`config.mk`:
```
export PLATFORM = sky130hd
export DESIGN_NAME = keyed_circular_list_table_top_flat
export DESIGN_NICKNAME = d
export VERILOG_FILES = /design/src/design/kclt_pkg.sv /design/src/design/kclt_ifs.sv /design/src/design/kclt_ctrl.sv /design/src/design/kclt_dpath.sv /design/src/design/keyed_circular_list_table_top.sv /design/src/flat_wrapper.sv
export SDC_FILE = /design/constraint.sdc
export NUM_CORES = 1
export LEC_CHECK = 0
export BUFFER_PORTS_ARGS = -buffer_cell sky130_fd_sc_hd__buf_2
export CAP_MARGIN = 20
export CORE_ASPECT_RATIO = 0.7
export CORE_UTILIZATION = 40
export CTS_CLUSTER_DIAMETER = 80
export DETAILED_ROUTE_END_ITERATION = 12
export PLACE_DENSITY = 0.6
export SYNTH_ARGS = -nofsm -noshare
export SYNTH_HDL_FRONTEND = slang
export SYNTH_SLANG_ARGS = --single-unit
```
`constraint.sdc`:
```
create_clock -name clk -period 6.19 [get_ports clk]
set_input_delay 0 -clock clk [delete_from_list [all_inputs] [get_ports clk]]
set_output_delay 0 -clock clk [all_outputs]
set_load 0.1 [all_outputs]
```
`src/design/kclt_pkg.sv`:
```
// Shared types, codes and command/status bundles of the keyed circular list table.
package kclt_pkg;

	localparam int KEY_W = 16;
	localparam int PAY_W = 16;

	typedef enum logic [1:0] {
		OP_INSERT = 2'd0,
		OP_REMOVE = 2'd1,
		OP_LOOKUP = 2'd2,
		OP_LIST   = 2'd3
	} op_t;

	localparam logic [1:0] ST_OK   = 2'd0;
	localparam logic [1:0] ST_MISS = 2'd1;
	localparam logic [1:0] ST_FULL = 2'd2;

	typedef enum logic [2:0] {
		RES_OK,
		RES_MISS,
		RES_FULL,
		RES_HIT,
		RES_ENTRY
	} res_kind_t;

	typedef enum logic [3:0] {
		S_IDLE,
		S_SCAN,
		S_TAIL,
		S_SEARCH,
		S_HIT,
		S_LIST,
		S_OK,
		S_MISS,
		S_FULL
	} state_t;

	typedef struct packed {
		logic      in_ready;
		logic      track_head;
		logic      scan_adv;
		logic      ins_write;
		logic      walk_adv;
		logic      tail_write;
		logic      set_head;
		logic      unlink_prev;
		logic      free_cur;
		logic      drop_all;
		logic      save_link;
		logic      emit;
		res_kind_t kind;
		logic      emit_last;
	} cmd_t;

	typedef struct packed {
		logic in_valid;
		op_t  in_op;
		op_t  op;
		logic empty;
		logic slot_free;
		logic scan_end;
		logic key_hit;
		logic next_is_head;
		logic cur_is_head;
		logic single;
		logic out_free;
	} sts_t;

endpackage

```
`src/design/kclt_ifs.sv`:
```
// Request and response channel interfaces of the keyed circular list table.
interface kclt_req_if
	import kclt_pkg::*;
	();
	logic             valid;
	logic             ready;
	logic [1:0]       op;
	logic [KEY_W-1:0] key;
	logic [PAY_W-1:0] payload;

	modport source (output valid, op, key, payload, input ready);
	modport sink   (input valid, op, key, payload, output ready);
endinterface

interface kclt_rsp_if
	import kclt_pkg::*;
	();
	logic             valid;
	logic             ready;
	logic [1:0]       status;
	logic             found;
	logic [KEY_W-1:0] out_key;
	logic [PAY_W-1:0] out_payload;
	logic             last;

	modport source (output valid, status, found, out_key, out_payload, last, input ready);
	modport sink   (input valid, status, found, out_key, out_payload, last, output ready);
endinterface

```
`src/design/kclt_ctrl.sv`:
```
// Controller state machine: sequences scans, chain walks and result emission.
module kclt_ctrl
	import kclt_pkg::*;
(
	input  logic clk,
	input  logic arst_n,
	input  sts_t sts,
	output cmd_t cmd
);

	state_t state_q;
	state_t state_d;

	always_ff @(posedge clk or negedge arst_n) begin
		if (!arst_n) begin
			state_q <= S_IDLE;
		end else begin
			state_q <= state_d;
		end
	end

	always_comb begin
		state_d = state_q;
		unique case (state_q)
			S_IDLE: begin
				if (sts.in_valid) begin
					unique case (sts.in_op)
						OP_INSERT: state_d = S_SCAN;
						OP_REMOVE,
						OP_LOOKUP: state_d = sts.empty ? S_MISS : S_SEARCH;
						OP_LIST:   state_d = sts.empty ? S_MISS : S_LIST;
						default:   state_d = S_IDLE;
					endcase
				end
			end
			S_SCAN: begin
				priority if (sts.slot_free) begin
					state_d = sts.empty ? S_OK : S_TAIL;
				end else if (sts.scan_end) begin
					state_d = S_FULL;
				end
			end
			S_TAIL: begin
				if (sts.next_is_head) begin
					state_d = (sts.op == OP_REMOVE) ? S_IDLE : S_OK;
				end
			end
			S_SEARCH: begin
				priority if (sts.key_hit) begin
					state_d = S_HIT;
				end else if (sts.next_is_head) begin
					state_d = S_MISS;
				end
			end
			S_HIT: begin
				if (sts.out_free) begin
					if (sts.op == OP_REMOVE && sts.cur_is_head && !sts.single) begin
						state_d = S_TAIL;
					end else begin
						state_d = S_IDLE;
					end
				end
			end
			S_LIST: begin
				if (sts.out_free && sts.next_is_head) begin
					state_d = S_IDLE;
				end
			end
			S_OK, S_MISS, S_FULL: begin
				if (sts.out_free) begin
					state_d = S_IDLE;
				end
			end
			default: state_d = S_IDLE;
		endcase
	end

	always_comb begin
		cmd = '0;
		cmd.kind = RES_OK;
		unique case (state_q)
			S_IDLE: begin
				cmd.in_ready   = 1'b1;
				cmd.track_head = 1'b1;
			end
			S_SCAN: begin
				cmd.ins_write = sts.slot_free;
				cmd.scan_adv  = !sts.slot_free;
			end
			S_TAIL: begin
				if (sts.next_is_head) begin
					cmd.tail_write = 1'b1;
					cmd.set_head   = (sts.op == OP_REMOVE);
				end else begin
					cmd.walk_adv = 1'b1;
				end
			end
			S_SEARCH: begin
				cmd.walk_adv = !sts.key_hit && !sts.next_is_head;
			end
			S_HIT: begin
				if (sts.out_free) begin
					cmd.emit      = 1'b1;
					cmd.kind      = RES_HIT;
					cmd.emit_last = 1'b1;
					if (sts.op == OP_REMOVE) begin
						cmd.free_cur = 1'b1;
						priority if (sts.single) begin
							cmd.drop_all = 1'b1;
						end else if (sts.cur_is_head) begin
							// head leaves: remember successor, walk on to the tail
							cmd.save_link = 1'b1;
							cmd.walk_adv  = 1'b1;
						end else begin
							cmd.unlink_prev = 1'b1;
						end
					end
				end
			end
			S_LIST: begin
				if (sts.out_free) begin
					cmd.emit      = 1'b1;
					cmd.kind      = RES_ENTRY;
					cmd.emit_last = sts.next_is_head;
					cmd.walk_adv  = !sts.next_is_head;
				end
			end
			S_OK: begin
				cmd.emit      = sts.out_free;
				cmd.kind      = RES_OK;
				cmd.emit_last = 1'b1;
			end
			S_MISS: begin
				cmd.emit      = sts.out_free;
				cmd.kind      = RES_MISS;
				cmd.emit_last = 1'b1;
			end
			S_FULL: begin
				cmd.emit      = sts.out_free;
				cmd.kind      = RES_FULL;
				cmd.emit_last = 1'b1;
			end
			default: cmd.in_ready = 1'b0;
		endcase
	end

endmodule

```
`src/design/kclt_dpath.sv`:
```
// Datapath: slot memories, used bits, chain pointers and the result register.
module kclt_dpath
	import kclt_pkg::*;
#(
	parameter int CAPACITY = 16,
	parameter int KEY_BITS = 16
) (
	input  logic              clk,
	input  logic              arst_n,
	kclt_req_if.sink          req,
	kclt_rsp_if.source        rsp,
	input  cmd_t              cmd,
	output sts_t              sts
);

	localparam int IW = $clog2(CAPACITY);
	localparam int KW = (KEY_BITS < KEY_W) ? KEY_BITS : KEY_W;

	logic [KW+PAY_W-1:0] kp_mem [CAPACITY];
	logic [IW-1:0]       nx_mem [CAPACITY];

	logic [KW+PAY_W-1:0] rd_kp_q;
	logic [IW-1:0]       rd_next_q;

	logic [CAPACITY-1:0] used_q;
	logic [IW-1:0]       head_q;
	logic                empty_q;
	logic [IW-1:0]       cur_q;
	logic [IW-1:0]       cur_d;
	logic [IW-1:0]       prev_q;
	logic [IW-1:0]       scan_q;
	logic [IW-1:0]       link_q;

	op_t                 op_q;
	logic [KW-1:0]       key_q;
	logic [PAY_W-1:0]    pay_q;

	logic                out_valid_q;
	logic [1:0]          status_q;
	logic                found_q;
	logic [KEY_W-1:0]    out_key_q;
	logic [PAY_W-1:0]    out_pay_q;
	logic                last_q;

	logic                accept;
	logic                out_free;
	logic [KW-1:0]       rd_key;
	logic [PAY_W-1:0]    rd_pay;
	logic                nx_we;
	logic [IW-1:0]       nx_waddr;
	logic [IW-1:0]       nx_wdata;

	assign accept   = req.valid && cmd.in_ready;
	assign out_free = !out_valid_q || rsp.ready;
	assign rd_key   = rd_kp_q[KW+PAY_W-1:PAY_W];
	assign rd_pay   = rd_kp_q[PAY_W-1:0];

	assign req.ready = cmd.in_ready;

	// the read port follows the slot that cur_q will point at
	always_comb begin
		priority if (cmd.track_head) begin
			cur_d = head_q;
		end else if (cmd.walk_adv) begin
			cur_d = rd_next_q;
		end else begin
			cur_d = cur_q;
		end
	end

	always_comb begin
		nx_we    = 1'b1;
		nx_waddr = scan_q;
		nx_wdata = empty_q ? scan_q : head_q;
		priority if (cmd.ins_write) begin
			nx_waddr = scan_q;
			nx_wdata = empty_q ? scan_q : head_q;
		end else if (cmd.tail_write) begin
			nx_waddr = cur_q;
			nx_wdata = link_q;
		end else if (cmd.unlink_prev) begin
			nx_waddr = prev_q;
			nx_wdata = rd_next_q;
		end else begin
			nx_we = 1'b0;
		end
	end

	always_ff @(posedge clk) begin
		if (cmd.ins_write) begin
			kp_mem[scan_q] <= {key_q, pay_q};
		end
		if (nx_we) begin
			nx_mem[nx_waddr] <= nx_wdata;
		end
		rd_kp_q   <= kp_mem[cur_d];
		rd_next_q <= nx_mem[cur_d];
	end

	always_ff @(posedge clk) begin
		if (accept) begin
			op_q  <= op_t'(req.op);
			key_q <= req.key[KW-1:0];
			pay_q <= req.payload;
		end
	end

	always_ff @(posedge clk or negedge arst_n) begin
		if (!arst_n) begin
			used_q  <= '0;
			head_q  <= '0;
			empty_q <= 1'b1;
			cur_q   <= '0;
			prev_q  <= '0;
			scan_q  <= '0;
			link_q  <= '0;
		end else begin
			cur_q <= cur_d;
			if (cmd.walk_adv) begin
				prev_q <= cur_q;
			end
			if (accept) begin
				scan_q <= '0;
			end else if (cmd.scan_adv) begin
				scan_q <= scan_q + 1'b1;
			end
			if (cmd.ins_write) begin
				used_q[scan_q] <= 1'b1;
				link_q         <= scan_q;
				if (empty_q) begin
					head_q  <= scan_q;
					empty_q <= 1'b0;
				end
			end
			if (cmd.free_cur) begin
				used_q[cur_q] <= 1'b0;
			end
			if (cmd.save_link) begin
				link_q <= rd_next_q;
			end
			if (cmd.tail_write && cmd.set_head) begin
				head_q <= link_q;
			end
			if (cmd.drop_all) begin
				head_q  <= '0;
				empty_q <= 1'b1;
			end
		end
	end

	always_ff @(posedge clk or negedge arst_n) begin
		if (!arst_n) begin
			out_valid_q <= 1'b0;
		end else if (cmd.emit) begin
			out_valid_q <= 1'b1;
		end else if (rsp.ready) begin
			out_valid_q <= 1'b0;
		end
	end

	always_ff @(posedge clk) begin
		if (cmd.emit) begin
			last_q <= cmd.emit_last;
			unique case (cmd.kind)
				RES_HIT, RES_ENTRY: begin
					status_q  <= ST_OK;
					found_q   <= (cmd.kind == RES_HIT);
					out_key_q <= KEY_W'(rd_key);
					out_pay_q <= rd_pay;
				end
				RES_MISS: begin
					status_q  <= ST_MISS;
					found_q   <= 1'b0;
					out_key_q <= '0;
					out_pay_q <= '0;
				end
				RES_FULL: begin
					status_q  <= ST_FULL;
					found_q   <= 1'b0;
					out_key_q <= '0;
					out_pay_q <= '0;
				end
				default: begin
					status_q  <= ST_OK;
					found_q   <= 1'b0;
					out_key_q <= '0;
					out_pay_q <= '0;
				end
			endcase
		end
	end

	assign rsp.valid       = out_valid_q;
	assign rsp.status      = status_q;
	assign rsp.found       = found_q;
	assign rsp.out_key     = out_key_q;
	assign rsp.out_payload = out_pay_q;
	assign rsp.last        = last_q;

	always_comb begin
		sts.in_valid     = req.valid;
		sts.in_op        = op_t'(req.op);
		sts.op           = op_q;
		sts.empty        = empty_q;
		sts.slot_free    = !used_q[scan_q];
		sts.scan_end     = (scan_q == IW'(CAPACITY - 1));
		sts.key_hit      = (rd_key == key_q);
		sts.next_is_head = (rd_next_q == head_q);
		sts.cur_is_head  = (cur_q == head_q);
		sts.single       = (rd_next_q == cur_q);
		sts.out_free     = out_free;
	end

endmodule

```
`src/design/keyed_circular_list_table_top.sv`:
```
// Top level of the keyed circular list table: controller plus datapath.
//
// Keeps a circular singly linked list of up to CAPACITY entries (key, payload).
// Request channel req carries op, key and payload; one item is taken at a time.
// Response channel rsp carries status, found, out_key, out_payload and last;
// last marks the final result of an item.
// Insert: scans the used bits one slot per cycle for the lowest free slot, then
// walks the chain one slot per cycle to the tail (not if the list was empty)
// and links the new entry; one result follows, FULL if no slot is free.
// Remove and lookup walk from the head one slot per cycle until the first key
// match; removing the head adds a walk to the tail to close the ring.
// List emits one entry per cycle from the head while rsp accepts.
// A result sits in an output register; the next item is taken while it waits.
// When rsp stalls, a pending result or list walk holds and resumes when the register frees.
// Reset clears all used bits and empties the list; slot contents stay unknown.
module keyed_circular_list_table_top
	import kclt_pkg::*;
#(
	parameter int CAPACITY = 16,
	parameter int KEY_BITS = 16
) (
	input  logic       clk,
	input  logic       arst_n,
	kclt_req_if.sink   req,
	kclt_rsp_if.source rsp
);

	cmd_t cmd;
	sts_t sts;

	kclt_ctrl u_ctrl (
		.clk    (clk),
		.arst_n (arst_n),
		.sts    (sts),
		.cmd    (cmd)
	);

	kclt_dpath #(
		.CAPACITY (CAPACITY),
		.KEY_BITS (KEY_BITS)
	) u_dpath (
		.clk    (clk),
		.arst_n (arst_n),
		.req    (req),
		.rsp    (rsp),
		.cmd    (cmd),
		.sts    (sts)
	);

endmodule

```
`src/flat_wrapper.sv`:
```
// flat-port wrapper written by rule: the top's interface ports become plain ports
module keyed_circular_list_table_top_flat import kclt_pkg::*;
#(
	parameter int CAPACITY = 16,
	parameter int KEY_BITS = 16
)
  (clk, arst_n, req_valid, req_op, req_key, req_payload, req_ready, rsp_valid, rsp_status, rsp_found, rsp_out_key, rsp_out_payload, rsp_last, rsp_ready);
  kclt_req_if req_i ();
  kclt_rsp_if rsp_i ();
  input  logic clk;
  input  logic arst_n;
  input wire logic [$bits(req_i.valid)-1:0] req_valid;
  input wire logic [$bits(req_i.op)-1:0] req_op;
  input wire logic [$bits(req_i.key)-1:0] req_key;
  input wire logic [$bits(req_i.payload)-1:0] req_payload;
  output wire logic [$bits(req_i.ready)-1:0] req_ready;
  output wire logic [$bits(rsp_i.valid)-1:0] rsp_valid;
  output wire logic [$bits(rsp_i.status)-1:0] rsp_status;
  output wire logic [$bits(rsp_i.found)-1:0] rsp_found;
  output wire logic [$bits(rsp_i.out_key)-1:0] rsp_out_key;
  output wire logic [$bits(rsp_i.out_payload)-1:0] rsp_out_payload;
  output wire logic [$bits(rsp_i.last)-1:0] rsp_last;
  input wire logic [$bits(rsp_i.ready)-1:0] rsp_ready;
  assign req_i.valid = req_valid;
  assign req_i.op = req_op;
  assign req_i.key = req_key;
  assign req_i.payload = req_payload;
  assign req_ready = req_i.ready;
  assign rsp_valid = rsp_i.valid;
  assign rsp_status = rsp_i.status;
  assign rsp_found = rsp_i.found;
  assign rsp_out_key = rsp_i.out_key;
  assign rsp_out_payload = rsp_i.out_payload;
  assign rsp_last = rsp_i.last;
  assign rsp_i.ready = rsp_ready;
  keyed_circular_list_table_top #(.CAPACITY(CAPACITY), .KEY_BITS(KEY_BITS)) u_core (.clk(clk), .arst_n(arst_n), .req(req_i), .rsp(rsp_i));
endmodule
```
==> impl_metrics.csv, run 1 <==
group,metric,value,unit
clock_tree,cts_sinks,724,
finish,finish.instance_area,32100,um^2
clock_tree,cts_tree,"yes",
finish,mostFrequentLayoutCells,"646 x edfxtp_1, 298 x mux2i_1, 147 x o22ai_1",
sta,rsz0062_at_grt,"false",
pwr,intPower,10.9,mW
placed_design,placed_cells,2536,
pwr,power_density,530,nW/um^2
global_routing,antenna_found_initial,2,
setup_path,r2r-start,"u_core.u_dpath.key_q[15]$_DFFE_PP_",
global_routing,grt_first_pass_wirelength,97200,um
setup_path,startpoint,"u_core.u_dpath.key_q[15]$_DFFE_PP_",
sta,skew,0.0266,ns
pwr,combPwrFrac,35.9,%
synthesis,synthTopCellsByArea,"edfxtp_1 69%, mux2i_1 11%, dfrtp_1 3.7%, o22ai_1 3.3%, dfxtp_1 2.6%",
setup_path,rr_worst_depth,11,
synthesis,synth_top_area_cell,"edfxtp_1",
synthesis,seq_area_frac_synth,75.8,%
sta,period_share,83.7,%
placed_design,port_buffers,75,
die,initial_core_util,40.7,%
finish,fill_cells,5747,
setup_path,setup.worst_path.class,"register to register",
sta,clock.fmax,193,MHz
clock_tree,cts_root_buf,"clkbuf_16",
clock_tree,clk_pin_slew,0.07,ns
global_routing,grt_usage,18.8,%
clock_tree,cts_buffers,71,
pwr,switching_share,35.8,%
global_routing,grt_pass1_vias,14542,
pwr,p_clk_share,25.7,%
placed_design,placed_cell_area,29400,um^2
finish,drive_above_1_share,14.3,%
die,die-area,70900,um^2
clock_tree,clockBufferDepth,3,
detailed_routing,drt_iter0_drc,1371,
clock_tree,clock_latency,0.63,ns
finish,antenna_cells,0,
die,die_h,223,um
synthesis,synth_area,27900,um^2
synthesis,ys_ff_latch,724,
detailed_routing,wl_per_cell,24.6,um
die,core_area,68600,um^2
sta,finalMaxSlewViolations,0,
global_routing,overflow,0,
detailed_routing,via_per_inst,5.47,
finish,layout.cells.non_filler,2703,
placed_design,gp_congestion,0.780,
detailed_routing,drt_wl_total,66600,um
synthesis,synthDistinctLibCells,64,
sta,finalSetupTns,0,ns
finish,fin_util,46.8,%
pwr,p_leak,11.6,nW
detailed_routing,via_count,14774,
setup_path,startpoint_type,"register",
setup_path,r2r-end,"u_core.u_dpath.rd_kp_q[9]$_DFF_P_",
synthesis,synthArstFlopShare,5.80,%
pwr,netSwitchingPower,6.11,mW
sta,setup_viol,0,
worst_hold_path,hp-class,"input port to async pin",
synthesis,synth_warnings,0,
synthesis,synthFlopType,"edfxtp_1",
setup_path,crit_arrival,5.66,ns
synthesis,synth_top_area_share,69.5,%
clock_tree,htree_num_levels,3,
detailed_routing,drc,0,
die,row_count,80,
job,drv_cap,0,
die,die_w,318,um
finish,layout_commonest_cell,"edfxtp_1",
detailed_routing,drtPass1Iterations,5,
pwr,power_frac_seq,38.4,%
finish,num-nets-final,1787,
setup_path,cp_data_required_time,6.67,ns
sta,finalHoldViolCount,0,
sta,slew-limit-headroom,28.8,%
synthesis,synth_edf_count,646,
setup_path,crit_path_end_kind,"register",
placed_design,dp_hpwl,36400,um
pwr,ir_drop,872,uV
synthesis,syn_area_per_cell,17.4,um^2
sta,fin_crit,5.18,ns
global_routing,grt_max_degree,118,
finish,syn_to_final_growth,15.1,%
setup_path,reg2reg_slack,1.01,ns
detailed_routing,ant_nets,0,
synthesis,synth_nets,1650,
sta,worstMarginPinSlew,1.06,ns
status,status,"complete, no violations",
die,io_pins,76,
synthesis,syn_inst,1606,
setup_path,critPathMaxFanout,83,
-- critical path, stage by stage, from the launching register on --
cell	delay, ns
edfxtp_1	0.62
xnor2_1	0.52
nand4_1	0.21
nor4_1	0.85
a211oi_2	0.33
or3b_1	0.48
a31oi_4	0.25
buf_4	0.22
buf_12	0.43
mux2i_1	0.30
o22ai_1	0.11
or4_1	0.53
-- metal layers --
metal / track usage (%) / wire length [um]
met5: 0 / 0
met4: 4.51 / 1060
met3: 4.01 / 4810
met2: 27.8 / 29400
met1: 28.1 / 31300
-- Yosys cell counts (8+ instances only) --
cell and number:
nor3_1 11, clkbuf_1 21, buf_4 22, nor2_1 59, xnor2_1 25, mux2i_1 298
nand4_1 9, o22a_1 8, buf_6 9, inv_1 12, or4_1 36, a21oi_1 8
dfxtp_1 36, and2_1 34, o22ai_1 147, edfxtp_1 646, buf_2 26, nand2_1 48
dfrtp_1 41, o21ai_0 13
-- logic make-up (layout without fill, tap and decap cells) --
logic type / Yosys count / in the layout / synth area share (%)
flops: 724 / 724 / 75.8
fa+ha+maj: 6 / 6 / 0.269
buf+inv: 94 / 289 / 1.94
compound gates: 216 / 216 / 5.13
simple gates: 230 / 230 / 4.65
mux: 305 / 305 / 11.2
xor+xnor: 31 / 31 / 1.00
-- through the flow --
step	hold slack [ns]	power, mW	worst slack, ns
global route	0.0763	17.8	0.948
global placement	0.177	12.7	1.33
finish	0.0537	17.0	1.01
floorplan	-0.296	11.1	1.09
CTS	0.0600	17.1	1.21
detailed placement	0.178	12.8	1.25
-- sequential cells by signal, indices dropped and copies added, names as in the netlist, 16 cells and up --
register and cells:
u_core.u_dpath.kp_mem 512, u_core.u_dpath.nx_mem 64, u_core.u_dpath.rd_kp_q 32, u_core.u_dpath.key_q 16
u_core.u_dpath.pay_q 16, u_core.u_dpath.rsp.out_key 16, u_core.u_dpath.rsp.out_payload 16, u_core.u_dpath.used_q 16
-- how the worst max path moves through the flow --
stage / to / slack, ns
floorplan: u_core.u_dpath.used_q[1]$_DFF_PN0_ / 1.09
finish: u_core.u_dpath.rd_kp_q[9]$_DFF_P_ / 1.01
detailed placement: u_core.u_dpath.rd_kp_q[1]$_DFF_P_ / 1.25
global route: u_core.u_dpath.rd_kp_q[3]$_DFF_P_ / 0.95
CTS: u_core.u_dpath.rd_kp_q[1]$_DFF_P_ / 1.21
global placement: u_core.u_dpath.rd_kp_q[3]$_DFF_P_ / 1.33
-- power groups by stage --
stage          Sequential [mW]  Clock (mW)  Combinational (mW)
3_3_place_gp              6.63           0                6.04
4_1_cts                   6.54        4.45                6.15
6_report                  6.54        4.38                6.12
2_1_floorplan             6.85           0                4.29
3_5_place_dp              6.64           0                6.12
5_1_grt                   6.59        4.64                6.55
-- final cells by class --
| type | instances | area (um^2) | share of cell area, % |
|---|---|---|---|
| Multi-Input combinational cell | 788 | 6340 | 19.8 |
| Sequential cell | 724 | 21200 | 65.9 |
| Inverter | 13 | 51.3 | 0.160 |
| Clock buffer | 105 | 2040 | 6.35 |
| Timing Repair Buffer | 145 | 1070 | 3.32 |
| Tap cell | 902 | 1130 | 3.51 |
| Clock inverter | 26 | 315 | 0.982 |
-- repair_timing --
action,CTS,global route
hold endpoints to repair,77,0
hold buffers,36,0
gates resized for setup,0,0
setup buffers,0,0
Power figures use the tool's default switching activity.
==> inputs of run 2 (changes only) <==
clock period = 5.4 ns   (was 6.19 ns; I/O delays follow)
==> impl_metrics.csv, run 2 (synthesis gave the netlist of run 1 again) <==
group,metric,value,unit
pwr,p_clk_share,25.3,%
setup_path,critPathMaxFanout,82,
sta,finalHoldViolCount,0,
global_routing,grt_max_degree,83,
pwr,switching_share,35.9,%
finish,num-nets-final,1795,
die,die_w,318,um
worst_hold_path,hp-class,"input port to register",
setup_path,startpoint_type,"register",
setup_path,crit_path_top_delay_cell,"edfxtp_1",
sta,fin_crit,4.68,ns
detailed_routing,drc,0,
die,core_area,68600,um^2
die,row_count,80,
setup_path,startpoint,"u_core.u_dpath.key_q[13]$_DFFE_PP_",
global_routing,antenna_found_initial,1,
pwr,netSwitchingPower,6.98,mW
sta,skew,0.0258,ns
placed_design,post-place-ws,0.771,ns
clock_tree,htree_num_levels,3,
worst_hold_path,worstHoldStart,"req_valid",
placed_design,gp_congestion,0.805,
setup_path,crit_path_max_incr_delay,0.63,ns
pwr,intPower,12.5,mW
setup_path,cp_data_required_time,5.88,ns
finish,syn_to_final_growth,15.2,%
placed_design,port_buffers,75,
placed_design,dp_hpwl,36800,um
detailed_routing,via_count,14860,
finish,fin_util,46.9,%
pwr,combPwrFrac,36.2,%
detailed_routing,drtPass1Iterations,5,
pwr,power_frac_seq,38.4,%
sta,finalSetupTns,0,ns
finish,antenna_cells,0,
setup_path,crit_arrival,5.16,ns
sta,clock.fmax,214,MHz
job,drv_cap,0,
pwr,ir_drop,611,uV
global_routing,grt_pass1_vias,14780,
sta,rsz0062_at_grt,"false",
setup_path,setup.worst_path.class,"register to register",
clock_tree,cts_resized,0,
sta,finalMaxSlewViolations,0,
setup_path,crit_path_end_kind,"register",
sta,fin_ws,0.722,ns
finish,layout_commonest_cell,"edfxtp_1",
finish,top_register,"u_core.u_dpath.kp_mem",
status,status,"complete, no violations",
detailed_routing,drt_iter0_drc,1418,
clock_tree,cts_buffers,69,
detailed_routing,via_per_inst,5.49,
clock_tree,clk_pin_slew,0.07,ns
sta,setup_viol,0,
setup_path,r2r-start,"u_core.u_dpath.key_q[13]$_DFFE_PP_",
detailed_routing,drt_wl_total,66600,um
clock_tree,cts_sinks,724,
die,io_pins,76,
finish,fill_cells,5768,
detailed_routing,wl_per_cell,24.6,um
finish,mostFrequentLayoutCells,"646 x edfxtp_1, 298 x mux2i_1, 147 x o22ai_1",
finish,largest_register_ffs,512,
die,die-area,70900,um^2
finish,drive_above_1_share,14.8,%
pwr,p_leak,11.7,nW
pwr,power_density,605,nW/um^2
sta,slew-limit-headroom,33.5,%
global_routing,grt_first_pass_wirelength,98100,um
setup_path,crit_path_cell_trace,"xnor2_1, nand4_1, nor4_1, buf_4, a211oi_2, or3b_1, a31oi_4, buf_12, mux2i_1, o22ai_1, or4_1",
clock_tree,clock_latency,0.62,ns
sta,period_share,86.6,%
clock_tree,clockBufferDepth,3,
clock_tree,cts_root_buf,"clkbuf_16",
finish,top_regs,"u_core.u_dpath.kp_mem x512, u_core.u_dpath.nx_mem x64, u_core.u_dpath.rd_kp_q x32",
clock_tree,cts_tree,"yes",
die,die_h,223,um
die,initial_core_util,40.7,%
global_routing,grt_usage,18.8,%
sta,worstMarginPinSlew,0.994,ns
detailed_routing,ant_nets,0,
global_routing,overflow,0,
-- run 2: changes by cell type in the layout (fill, tap and decap cells not counted), sizes merged --
cell         previous run  this run
dlygate4sd3            36        37
clkinv                 12        17
inv                    17        20
buf                   109       118
clkinvlp                4         2
clkbuf                105        93
bufinv                  6         8
-- run 2: routing by layer --
metal	up-vias	routed length (um)	track usage, %
met1	7629	31600	28.2
met5	-	13	0
met4	2	1030	4.10
met3	95	4310	3.65
met2	493	29700	28.1
li1	6641	-	-
-- run 2: area by class of cell --
type / count / area (um^2) / area share, %
sequential: 724 / 21200 / 65.8
multi-input combinational: 788 / 6340 / 19.7
inverter: 13 / 51.3 / 0.160
clock inverter: 34 / 394 / 1.23
timing repair buffer: 155 / 1180 / 3.67
clock buffer: 93 / 1890 / 5.87
tap: 902 / 1130 / 3.51
-- run 2: worst max-delay path, delay by kind of cell (launching register included) --
kind | cells | cell delay [ns]
AOI/OAI and AO/OA | 3 | 0.74
xor gates and xnor gates | 1 | 0.53
buffers and inverters | 2 | 0.67
DFF | 1 | 0.63
muxes | 1 | 0.29
and+or+nand+nor | 4 | 1.55
-- run 2: stage by stage --
stage                     hold WS [ns]  cell area, um^2  cells  total power, mW
after floorplan                 -0.296            27900   1606             12.8
after global placement           0.176            29500   2544             14.5
after detailed placement         0.178            29500   2544             14.6
after CTS                       0.0439            32100   2707             19.6
after global routing            0.0733            32200   2709             20.3
final                           0.0492            32200   2709             19.4
-- run 2: power groups by stage --
stage / combinational, mW / clock, mW / sequential, mW
5_1_grt: 7.53 / 5.23 / 7.54
4_1_cts: 7.07 / 5.03 / 7.46
6_report: 7.05 / 4.93 / 7.47
3_3_place_gp: 6.95 / 0 / 7.56
2_1_floorplan: 4.92 / 0 / 7.85
3_5_place_dp: 7.04 / 0 / 7.58
-- run 2: final timing paths --
path,cells after the start,slack [ns],to
worst max-delay path,11,0.72,u_core.u_dpath.rd_kp_q[18]$_DFF_P_
worst min-delay path,3,0.05,u_core.u_dpath.scan_q[0]$_DFFE_PN0P_
worst max register to register,11,0.72,u_core.u_dpath.rd_kp_q[18]$_DFF_P_
worst min register to register,1,0.49,u_core.u_dpath.used_q[6]$_DFF_PN0_
max in group asynchronous,4,4.66,u_core.u_dpath.empty_q$_DFFE_PN1P_
min in group asynchronous,3,0.27,u_core.u_dpath.rsp.valid$_DFFE_PN0P_
-- run 2: repair_timing --
item | CTS | global route
setup buffers | 0 | 0
hold buffers | 36 | 1
hold endpoints to repair | 77 | 25
